## src/sv/cedec_pkg.sv

```systemverilog
// Shared types and constants for the C-escape UTF-8 character decoder.
`default_nettype none

package cedec_pkg;

	// Result status codes
	localparam logic [1:0] ST_OK      = 2'd0;
	localparam logic [1:0] ST_BAD_UTF = 2'd1;
	localparam logic [1:0] ST_BAD_CP  = 2'd2;
	localparam logic [1:0] ST_BAD_ESC = 2'd3;

	localparam logic [31:0] REPLACEMENT_CP = 32'h0000_fffd;
	localparam logic [7:0]  BACKSLASH      = 8'h5c;

	// Input beat
	typedef struct packed {
		logic [7:0] text_byte;
		logic       end_of_text;
	} in_item_t;

	// Output beat
	typedef struct packed {
		logic [31:0] code_point;
		logic [1:0]  status;
		logic        final_result;
	} out_item_t;

	// Results of one decoded byte, handed to the result queue
	typedef struct packed {
		logic [1:0] count;
		out_item_t  first;
		out_item_t  second;
	} cedec_push_t;

endpackage

`default_nettype wire

```

## src/sv/cedec_core.sv

```systemverilog
// Input register, decoder state and per-byte decode logic.
`default_nettype none

module cedec_core
	import cedec_pkg::*;
(
	input  wire logic        clk,
	input  wire logic        arst_n,
	input  wire logic        escapes_enable,
	input  wire logic        src_valid,
	output logic             src_stall,
	input  wire in_item_t    src_item,
	input  wire logic        room,
	output cedec_push_t      push
);

	localparam logic [2:0] PH_IDLE = 3'd0;
	localparam logic [2:0] PH_UTF8 = 3'd1;
	localparam logic [2:0] PH_SKIP = 3'd2;
	localparam logic [2:0] PH_ESC  = 3'd3;
	localparam logic [2:0] PH_OCT  = 3'd4;
	localparam logic [2:0] PH_HEX  = 3'd5;

	logic        valid_s1;
	in_item_t    item_s1;
	logic        take;
	logic [2:0]  phase_q;
	logic [31:0] acc_q;
	logic [1:0]  rem_q;

	logic [2:0]  phase_n;
	logic [31:0] acc_n;
	logic [1:0]  rem_n;
	out_item_t   res0, res1, res2;
	logic        v0, v1, v2;

	function automatic out_item_t mk(input logic [31:0] cp, input logic [1:0] st);
		out_item_t r;
		r.code_point   = cp;
		r.status       = st;
		r.final_result = 1'b0;
		return r;
	endfunction

	// Range check on a completed UTF-8 value
	function automatic out_item_t mk_checked(input logic [31:0] cp);
		out_item_t r;
		if ((cp >= 32'h0000_d800 && cp <= 32'h0000_dfff) || cp > 32'h0010_ffff) begin
			r = mk(REPLACEMENT_CP, ST_BAD_CP);
		end else begin
			r = mk(cp, ST_OK);
		end
		return r;
	endfunction

	// {is_hex, nibble}
	function automatic logic [4:0] hex_digit(input logic [7:0] b);
		logic [4:0] r;
		r = 5'd0;
		if (b inside {[8'h30:8'h39]}) begin
			r = {1'b1, b[3:0]};
		end else if (b inside {[8'h61:8'h66], [8'h41:8'h46]}) begin
			r = {1'b1, 4'(b[3:0] + 4'd9)};
		end
		return r;
	endfunction

	// {is_simple, value}
	function automatic logic [8:0] simple_esc(input logic [7:0] b);
		logic [8:0] r;
		case (b)
			8'h27: r = {1'b1, 8'h27};
			8'h22: r = {1'b1, 8'h22};
			8'h5c: r = {1'b1, 8'h5c};
			8'h3f: r = {1'b1, 8'h3f};
			8'h61: r = {1'b1, 8'h07};
			8'h62: r = {1'b1, 8'h08};
			8'h66: r = {1'b1, 8'h0c};
			8'h6e: r = {1'b1, 8'h0a};
			8'h72: r = {1'b1, 8'h0d};
			8'h74: r = {1'b1, 8'h09};
			8'h76: r = {1'b1, 8'h0b};
			default: r = 9'd0;
		endcase
		return r;
	endfunction

	// Input register: holds a beat until the result queue has room for two
	assign take      = valid_s1 && room;
	assign src_stall = valid_s1 && !room;

	always_ff @(posedge clk or negedge arst_n) begin
		if (!arst_n) begin
			valid_s1 <= 1'b0;
		end else if (src_valid && !src_stall) begin
			valid_s1 <= 1'b1;
		end else if (take) begin
			valid_s1 <= 1'b0;
		end
	end

	always_ff @(posedge clk) begin
		if (src_valid && !src_stall) begin
			item_s1 <= src_item;
		end
	end

	// Decode: pending character, then restart on the same byte, then flush
	always_comb begin
		logic [7:0]  b;
		logic        cont;
		logic        redo;
		logic [31:0] acc_sh;
		logic [1:0]  rem_dec;
		logic [4:0]  hx;
		logic [8:0]  se;
		logic [2:0]  ph1;
		logic [31:0] acc1;
		logic [1:0]  rem1;

		b       = item_s1.text_byte;
		cont    = (b[7:6] == 2'b10);
		redo    = 1'b0;
		acc_sh  = {acc_q[25:0], b[5:0]};
		rem_dec = (rem_q != 2'd0) ? rem_q - 2'd1 : 2'd0;
		hx      = hex_digit(b);
		se      = simple_esc(b);
		ph1     = phase_q;
		acc1    = acc_q;
		rem1    = rem_q;
		v0      = 1'b0;
		v1      = 1'b0;
		v2      = 1'b0;
		res0    = mk(REPLACEMENT_CP, ST_BAD_UTF);
		res1    = mk({24'd0, b}, ST_OK);
		res2    = mk(acc_q, ST_OK);

		// Pending character
		case (phase_q)
			PH_UTF8: begin
				if (cont) begin
					if (rem_dec == 2'd0) begin
						v0   = 1'b1;
						res0 = mk_checked(acc_sh);
						ph1  = PH_IDLE;
						acc1 = '0;
						rem1 = 2'd0;
					end else begin
						acc1 = acc_sh;
						rem1 = rem_dec;
					end
				end else begin
					v0   = 1'b1;
					redo = 1'b1;
				end
			end
			PH_SKIP: begin
				if (!cont) begin
					v0   = 1'b1;
					redo = 1'b1;
				end
			end
			PH_ESC: begin
				if (b inside {[8'h30:8'h37]}) begin
					ph1  = PH_OCT;
					acc1 = {29'd0, b[2:0]};
				end else if (b == 8'h78) begin
					ph1  = PH_HEX;
					acc1 = '0;
				end else if (se[8]) begin
					v0   = 1'b1;
					res0 = mk({24'd0, se[7:0]}, ST_OK);
					ph1  = PH_IDLE;
					acc1 = '0;
				end else begin
					v0   = 1'b1;
					res0 = mk({24'd0, BACKSLASH}, ST_BAD_ESC);
					redo = 1'b1;
				end
			end
			PH_OCT: begin
				if (b inside {[8'h30:8'h37]}) begin
					acc1 = {acc_q[28:0], b[2:0]};
				end else begin
					v0   = 1'b1;
					res0 = mk(acc_q, ST_OK);
					redo = 1'b1;
				end
			end
			PH_HEX: begin
				if (hx[4]) begin
					acc1 = {acc_q[27:0], hx[3:0]};
				end else begin
					v0   = 1'b1;
					res0 = mk(acc_q, ST_OK);
					redo = 1'b1;
				end
			end
			default: begin
				redo = 1'b1;
			end
		endcase

		// Byte starts a new character
		if (redo) begin
			ph1  = PH_IDLE;
			acc1 = '0;
			rem1 = 2'd0;
			if (escapes_enable && b == BACKSLASH) begin
				ph1 = PH_ESC;
			end else if (b <= 8'h7f) begin
				v1 = 1'b1;
			end else if (b < 8'hc0) begin
				ph1 = PH_SKIP;
			end else if (b < 8'he0) begin
				ph1  = PH_UTF8;
				acc1 = {27'd0, b[4:0]};
				rem1 = 2'd1;
			end else if (b < 8'hf0) begin
				ph1  = PH_UTF8;
				acc1 = {28'd0, b[3:0]};
				rem1 = 2'd2;
			end else if (b < 8'hf8) begin
				ph1  = PH_UTF8;
				acc1 = {29'd0, b[2:0]};
				rem1 = 2'd3;
			end else begin
				ph1 = PH_SKIP;
			end
		end

		// End-of-text flush
		phase_n = ph1;
		acc_n   = acc1;
		rem_n   = rem1;
		if (item_s1.end_of_text) begin
			case (ph1)
				PH_UTF8, PH_SKIP: begin
					v2   = 1'b1;
					res2 = mk(REPLACEMENT_CP, ST_BAD_UTF);
				end
				PH_ESC: begin
					v2   = 1'b1;
					res2 = mk({24'd0, BACKSLASH}, ST_OK);
				end
				PH_OCT, PH_HEX: begin
					v2   = 1'b1;
					res2 = mk(acc1, ST_OK);
				end
				default: begin
					v2 = 1'b0;
				end
			endcase
			phase_n = PH_IDLE;
			acc_n   = '0;
			rem_n   = 2'd0;
		end
	end

	// Pack up to two results in order, mark the last one on end of text
	always_comb begin
		logic [1:0] n;
		n            = 2'(v0) + 2'(v1) + 2'(v2);
		push.count   = take ? n : 2'd0;
		push.first   = v0 ? res0 : (v1 ? res1 : res2);
		push.second  = (v0 && v1) ? res1 : res2;
		if (item_s1.end_of_text) begin
			if (n == 2'd2) begin
				push.second.final_result = 1'b1;
			end else begin
				push.first.final_result = 1'b1;
			end
		end
	end

	// Decoder state
	always_ff @(posedge clk or negedge arst_n) begin
		if (!arst_n) begin
			phase_q <= PH_IDLE;
			acc_q   <= '0;
			rem_q   <= 2'd0;
		end else if (take) begin
			phase_q <= phase_n;
			acc_q   <= acc_n;
			rem_q   <= rem_n;
		end
	end

endmodule

`default_nettype wire

```

## src/sv/cedec_fifo.sv

```systemverilog
// Result queue: takes up to two results per cycle, gives one per cycle while res_stall is low.
`default_nettype none

module cedec_fifo
	import cedec_pkg::*;
#(
	parameter int DEPTH = 4
)
(
	input  wire logic        clk,
	input  wire logic        arst_n,
	input  wire cedec_push_t push,
	output logic             room,
	output logic             res_valid,
	input  wire logic        res_stall,
	output out_item_t        res_item
);

	localparam int PtrW = (DEPTH > 1) ? $clog2(DEPTH) : 1;
	localparam int CntW = $clog2(DEPTH + 1);

	out_item_t         mem [DEPTH];
	logic [PtrW-1:0]   wr_ptr_q, rd_ptr_q;
	logic [CntW-1:0]   count_q;
	logic              pop;
	logic [PtrW-1:0]   wr_ptr_1;

	function automatic logic [PtrW-1:0] nxt(input logic [PtrW-1:0] p);
		return (p == PtrW'(DEPTH - 1)) ? '0 : p + 1'b1;
	endfunction

	assign wr_ptr_1  = nxt(wr_ptr_q);
	assign res_valid = (count_q != '0);
	assign res_item  = mem[rd_ptr_q];
	assign pop       = res_valid && !res_stall;
	// room for a two-result beat
	assign room      = (count_q <= CntW'(DEPTH - 2));

	// Storage
	always_ff @(posedge clk) begin
		if (push.count != 2'd0) begin
			mem[wr_ptr_q] <= push.first;
		end
		if (push.count == 2'd2) begin
			mem[wr_ptr_1] <= push.second;
		end
	end

	// Pointers and fill count
	always_ff @(posedge clk or negedge arst_n) begin
		if (!arst_n) begin
			wr_ptr_q <= '0;
			rd_ptr_q <= '0;
			count_q  <= '0;
		end else begin
			if (push.count == 2'd1) begin
				wr_ptr_q <= wr_ptr_1;
			end else if (push.count == 2'd2) begin
				wr_ptr_q <= nxt(wr_ptr_1);
			end
			if (pop) begin
				rd_ptr_q <= nxt(rd_ptr_q);
			end
			count_q <= count_q + CntW'(push.count) - CntW'(pop);
		end
	end

endmodule

`default_nettype wire

```

## src/sv/c_escape_utf8_char_decoder_top.sv

```systemverilog
// Top level of the C-escape UTF-8 character decoder.
// An accepted byte is held in the input register and decoded; its results
// go to the result queue. Throughput: one byte per cycle while the queue
// has room for two results; two-result bytes can fill it and stall src.
// Reset (arst_n low): decoder idle, queue empty, escapes_enable set to 1.
`default_nettype none

module c_escape_utf8_char_decoder_top
	import cedec_pkg::*;
#(
	parameter int FIFO_DEPTH = 4
)
(
	input  wire logic      clk,
	input  wire logic      arst_n,
	input  wire logic      src_valid,
	output logic           src_stall,
	input  wire in_item_t  src_item,
	output logic           res_valid,
	input  wire logic      res_stall,
	output out_item_t      res_item,
	input  wire logic      cfg_valid,
	output logic           cfg_ready,
	input  wire logic      cfg_data
);

	logic        escapes_enable_q;
	logic        room;
	cedec_push_t push;

	// Configuration register
	assign cfg_ready = 1'b1;

	always_ff @(posedge clk or negedge arst_n) begin
		if (!arst_n) begin
			escapes_enable_q <= 1'b1;
		end else if (cfg_valid && cfg_ready) begin
			escapes_enable_q <= cfg_data;
		end
	end

	cedec_core u_core (
		.clk            (clk),
		.arst_n         (arst_n),
		.escapes_enable (escapes_enable_q),
		.src_valid      (src_valid),
		.src_stall      (src_stall),
		.src_item       (src_item),
		.room           (room),
		.push           (push)
	);

	cedec_fifo #(
		.DEPTH (FIFO_DEPTH)
	) u_fifo (
		.clk       (clk),
		.arst_n    (arst_n),
		.push      (push),
		.room      (room),
		.res_valid (res_valid),
		.res_stall (res_stall),
		.res_item  (res_item)
	);

endmodule

`default_nettype wire

```

## config.mk

```make
export PLATFORM = sky130hd
export DESIGN_NAME = c_escape_utf8_char_decoder_top
export DESIGN_NICKNAME = d
export VERILOG_FILES = /design/src/sv/cedec_pkg.sv /design/src/sv/cedec_core.sv /design/src/sv/cedec_fifo.sv /design/src/sv/c_escape_utf8_char_decoder_top.sv
export SDC_FILE = /design/constraint.sdc
export NUM_CORES = 1
export LEC_CHECK = 0
export BUFFER_PORTS_ARGS = -buffer_cell sky130_fd_sc_hd__buf_2
export CORE_MARGIN = 2
export CORE_UTILIZATION = 63
export DETAILED_ROUTE_END_ITERATION = 12
export PLACE_DENSITY_LB_ADDON = 0.3
export SYNTH_ARGS = -nofsm -noshare
export SYNTH_HDL_FRONTEND = slang
export SYNTH_SLANG_ARGS = --single-unit
```

## constraint.sdc

```tcl
create_clock -name clk -period 6.9 [get_ports clk]
set_input_delay 0 -clock clk [delete_from_list [all_inputs] [get_ports clk]]
set_output_delay 0 -clock clk [all_outputs]
set_load 0.03 [all_outputs]
```

==> flow_summary.json <==
{
  "outcome": "finished, violations left",
  "failed_checks": "max-capacitance violations, max-slew violations",
  "wl_um": 40700,
  "path_class": "register to register",
  "drt-met1-wl_um": 14700,
  "synth_common_cells": "145 x edfxtp_1, 141 x nand2_1, 104 x o21ai_0",
  "critical_path_depth": 18,
  "syn2layout_area_growth_pct": 8.75,
  "via_per_inst": 7.56,
  "gr-total-overflow": 0,
  "r2r_slack_ps": 1040,
  "worst_slew_pin_slew_ps": 1490,
  "clock_sinks": 195,
  "cts_tree": "done",
  "finalMaxSlewViolations": 1,
  "crit_path_cell_trace": "inv_1 > ha_1 > and3b_1 > a2bb2o_4 > nor4_4 > nand3_1 > a21o_4 > nand3_2 > inv_1 > fa_1 > nand2_1 > ha_1 > nand2_1 > nand2b_1 > buf_4 > nor2_1 > nand2_1 > o211ai_1",
  "yosysSeqAreaShare_pct": 44.8,
  "synth-edff-count": 145,
  "firstDrtPassIters": 11,
  "std_cell_rows": 51,
  "synthFlopType": "edfxtp_1",
  "r2r_start": "u_core.item_s1[1]",
  "final.setup_skew_ps": 23.4,
  "crit_path_start_kind": "register",
  "die_area_um2": 20900,
  "min_period_over_period_pct": 84.9,
  "num_antenna_cells": 0,
  "r2r_cells": 18,
  "critPathMaxFanout": 13,
  "die_h_um": 145,
  "dr_wl_met3_um": 5740,
  "die_w_um": 145,
  "drc": 0,
  "highest_layer": "met5",
  "htreeDepth": 4,
  "yosysMostFrequentCell": "edfxtp_1",
  "dp_slack_ps": 1290,
  "hpwlAfterDp_um": 27800,
  "worstPathArrival_ps": 6140,
  "vdd_drop_max_mv": 0.219,
  "antenna_found_initial": 0,
  "report.final.setup_viol": 0,
  "vias": 11400,
  "coreArea_um2": 19500,
  "slew_headroom_pct": -0.924,
  "synth_top_area_share_pct": 34.9,
  "syn_area_per_cell_um2": 10.1,
  "clk_path_buf_depth": 2,
  "nNetsFinal": 1266,
  "synth_area_leaders": "edfxtp_1 35%, dfrtp_1 9.0%, mux4_2 6.3%, nand2_1 4.2%, o21ai_0 4.2%",
  "start_util_pct": 64.1,
  "place.gp.congestion": 0.997,
  "cts_buffers": 17,
  "fin_util_pct": 69.7,
  "ys_async_sr_fraction_pct": 23.6,
  "cts_resized": 0,
  "grtUsageTotal_pct": 39.5,
  "slowest_stage": "nor2_1",
  "hold_violations": 0,
  "worstReg2RegEnd": "u_fifo.mem[2][34]",
  "p_per_area_nw_per_um2": 419,
  "grt_pass1_vias": 10600,
  "synth-seq-cells": 195,
  "synthCells": 1229,
  "setup_ws_ps": 1040,
  "syn_nets": 1266,
  "crit_start": "u_core.item_s1[1]",
  "drt_iter0_markers": 1995,
  "maxCapViolCount": 1,
  "grt_pass1_wl_um": 61600,
  "wl_per_cell_um": 27.0,
  "ys_types": 95,
  "min_period_ps": 5860,
  "path_delay_family": "simple AND/OR/NAND/NOR gates",
  "grt_max_degree": 47,
  "yosys.area.top_type": "edfxtp_1",
  "clkTransAtPathRegs_ps": 100,
  "portBuffers": 51,
  "insertion_delay_ps": 470,
  "yosysWarnings": 0,
  "clockRootBuffer": "clkbuf_16",
  "critPathMaxStageDelay_ps": 760,
  "fillers": 1402,
  "ios": 53,
  "endpoint_kind": "register",
  "dr_wl_met2_um": 18100,
  "leakagePower_nw": 4.70,
  "required_ps": 7180,
  "crit_top_cell": "nand2_1",
  "rsz0062_at_grt": "false",
  "synth.cell_area_um2": 12500,
  "drive_gt1_share_pct": 15.9,
  "worst-path-buf-inv": 3,
  "max_freq_ghz": 0.171,
  "holdCritPathClass": "primary input to async pin",
  "antenna_left": 0,
  "tns_ps": 0
}
## worst max-delay path by stage
stage                        endpoint  slack (ps)
floorplan            u_fifo.mem[1][0]        1780
global placement    u_fifo.mem[1][34]        1440
detailed placement  u_fifo.mem[2][34]        1290
CTS                 u_fifo.mem[2][34]        1160
global route        u_fifo.mem[2][34]         760
finish              u_fifo.mem[2][34]        1040
## worst register-to-register path, stage by stage, from the launching register on
cell and delay (ps):
edfxtp_1 570, inv_1 220, ha_1 260, and3b_1 220
a2bb2o_4 230, nor4_4 440, nand3_1 490, a21o_4 440
nand3_2 100, inv_1 60, fa_1 550, nand2_1 90
ha_1 310, nand2_1 340, nand2b_1 110, buf_4 200
nor2_1 760, nand2_1 150, o211ai_1 140
## area by class of cell
cell class / instances / area (µm²) / area share, %
clock buffer: 17 / 425 / 3.14
inverter: 43 / 163 / 1.20
clock inverter: 15 / 194 / 1.43
sequential: 195 / 5590 / 41.2
multi-input combinational: 875 / 6230 / 45.9
timing repair buffer: 97 / 636 / 4.69
tap: 265 / 332 / 2.44
## placed cells by master (no fill, tap or decap), types with 24 or more instances in the layout
master / count
buf_4: 32
nand3_1: 24
a21oi_1: 65
edfxtp_1: 145
buf_2: 51
nor2_1: 68
o22ai_1: 52
mux4_2: 35
inv_1: 40
o21ai_0: 104
nand2_1: 141
dfrtp_1: 44
a22o_1: 45
## registers in the layout, summed over array words and instances (netlist names)
| name | cells |
|---|---|
| u_core.phase_q | 3 |
| u_fifo.wr_ptr_q | 2 |
| u_core.acc_q | 32 |
| u_fifo.mem | 140 |
| u_fifo.rd_ptr_q | 2 |
| u_core.item_s1 | 9 |
| u_core.rem_q | 2 |
| escapes_enable_q | 1 |
| u_core.valid_s1 | 1 |
| u_fifo.count_q | 3 |
## what timing repair did
item	in CTS	in global routing
endpoints found under the hold margin	58	0
buffers inserted	0	0
hold buffers	14	0
## logic make-up (layout without fill, tap and decap cells)
group                    Yosys count  count (layout)  synth area share, %
AO/OA/AOI/OAI                    463             463                 26.7
XOR/XNOR                           4               4                0.281
adder cells (fa/ha/maj)           22              22                 2.33
buffers and inverters            159             172                 5.43
flip-flops                       195             195                 44.8
multiplexers                      41              41                 6.85
other                              1               1               0.0301
AND/OR/NAND/NOR                  344             344                 13.6
## metrics by stage
step	instances	hold WS (ps)	total power [W]	cell area (µm²)
final	1507	190	0.00569	13600
after global routing	1507	251	0.00591	13600
after CTS	1507	208	0.00559	13600
after detailed placement	1461	150	0.00455	12800
after global placement	1461	150	0.00449	12800
after floorplan	1229	-296	0.00375	12500
## power breakdown
group | leakage (nW) | total [W] | internal [W] | switching (W)
Combinational | 2.40 | 0.00285 | 0.000914 | 0.00194
Sequential | 1.99 | 0.00179 | 0.00156 | 0.000223
Clock | 0.300 | 0.00105 | 0.000503 | 0.000548
Total | 4.70 | 0.00569 | 0.00298 | 0.00271
## routing by layer
metal | GRT usage, % | up-vias
li1 | - | 4790
met1 | 54.3 | 5371
met2 | 60.3 | 1031
met3 | 9.18 | 206
met4 | 17.0 | 2
met5 | 2.76 | -
Power figures use the tool's default switching activity.
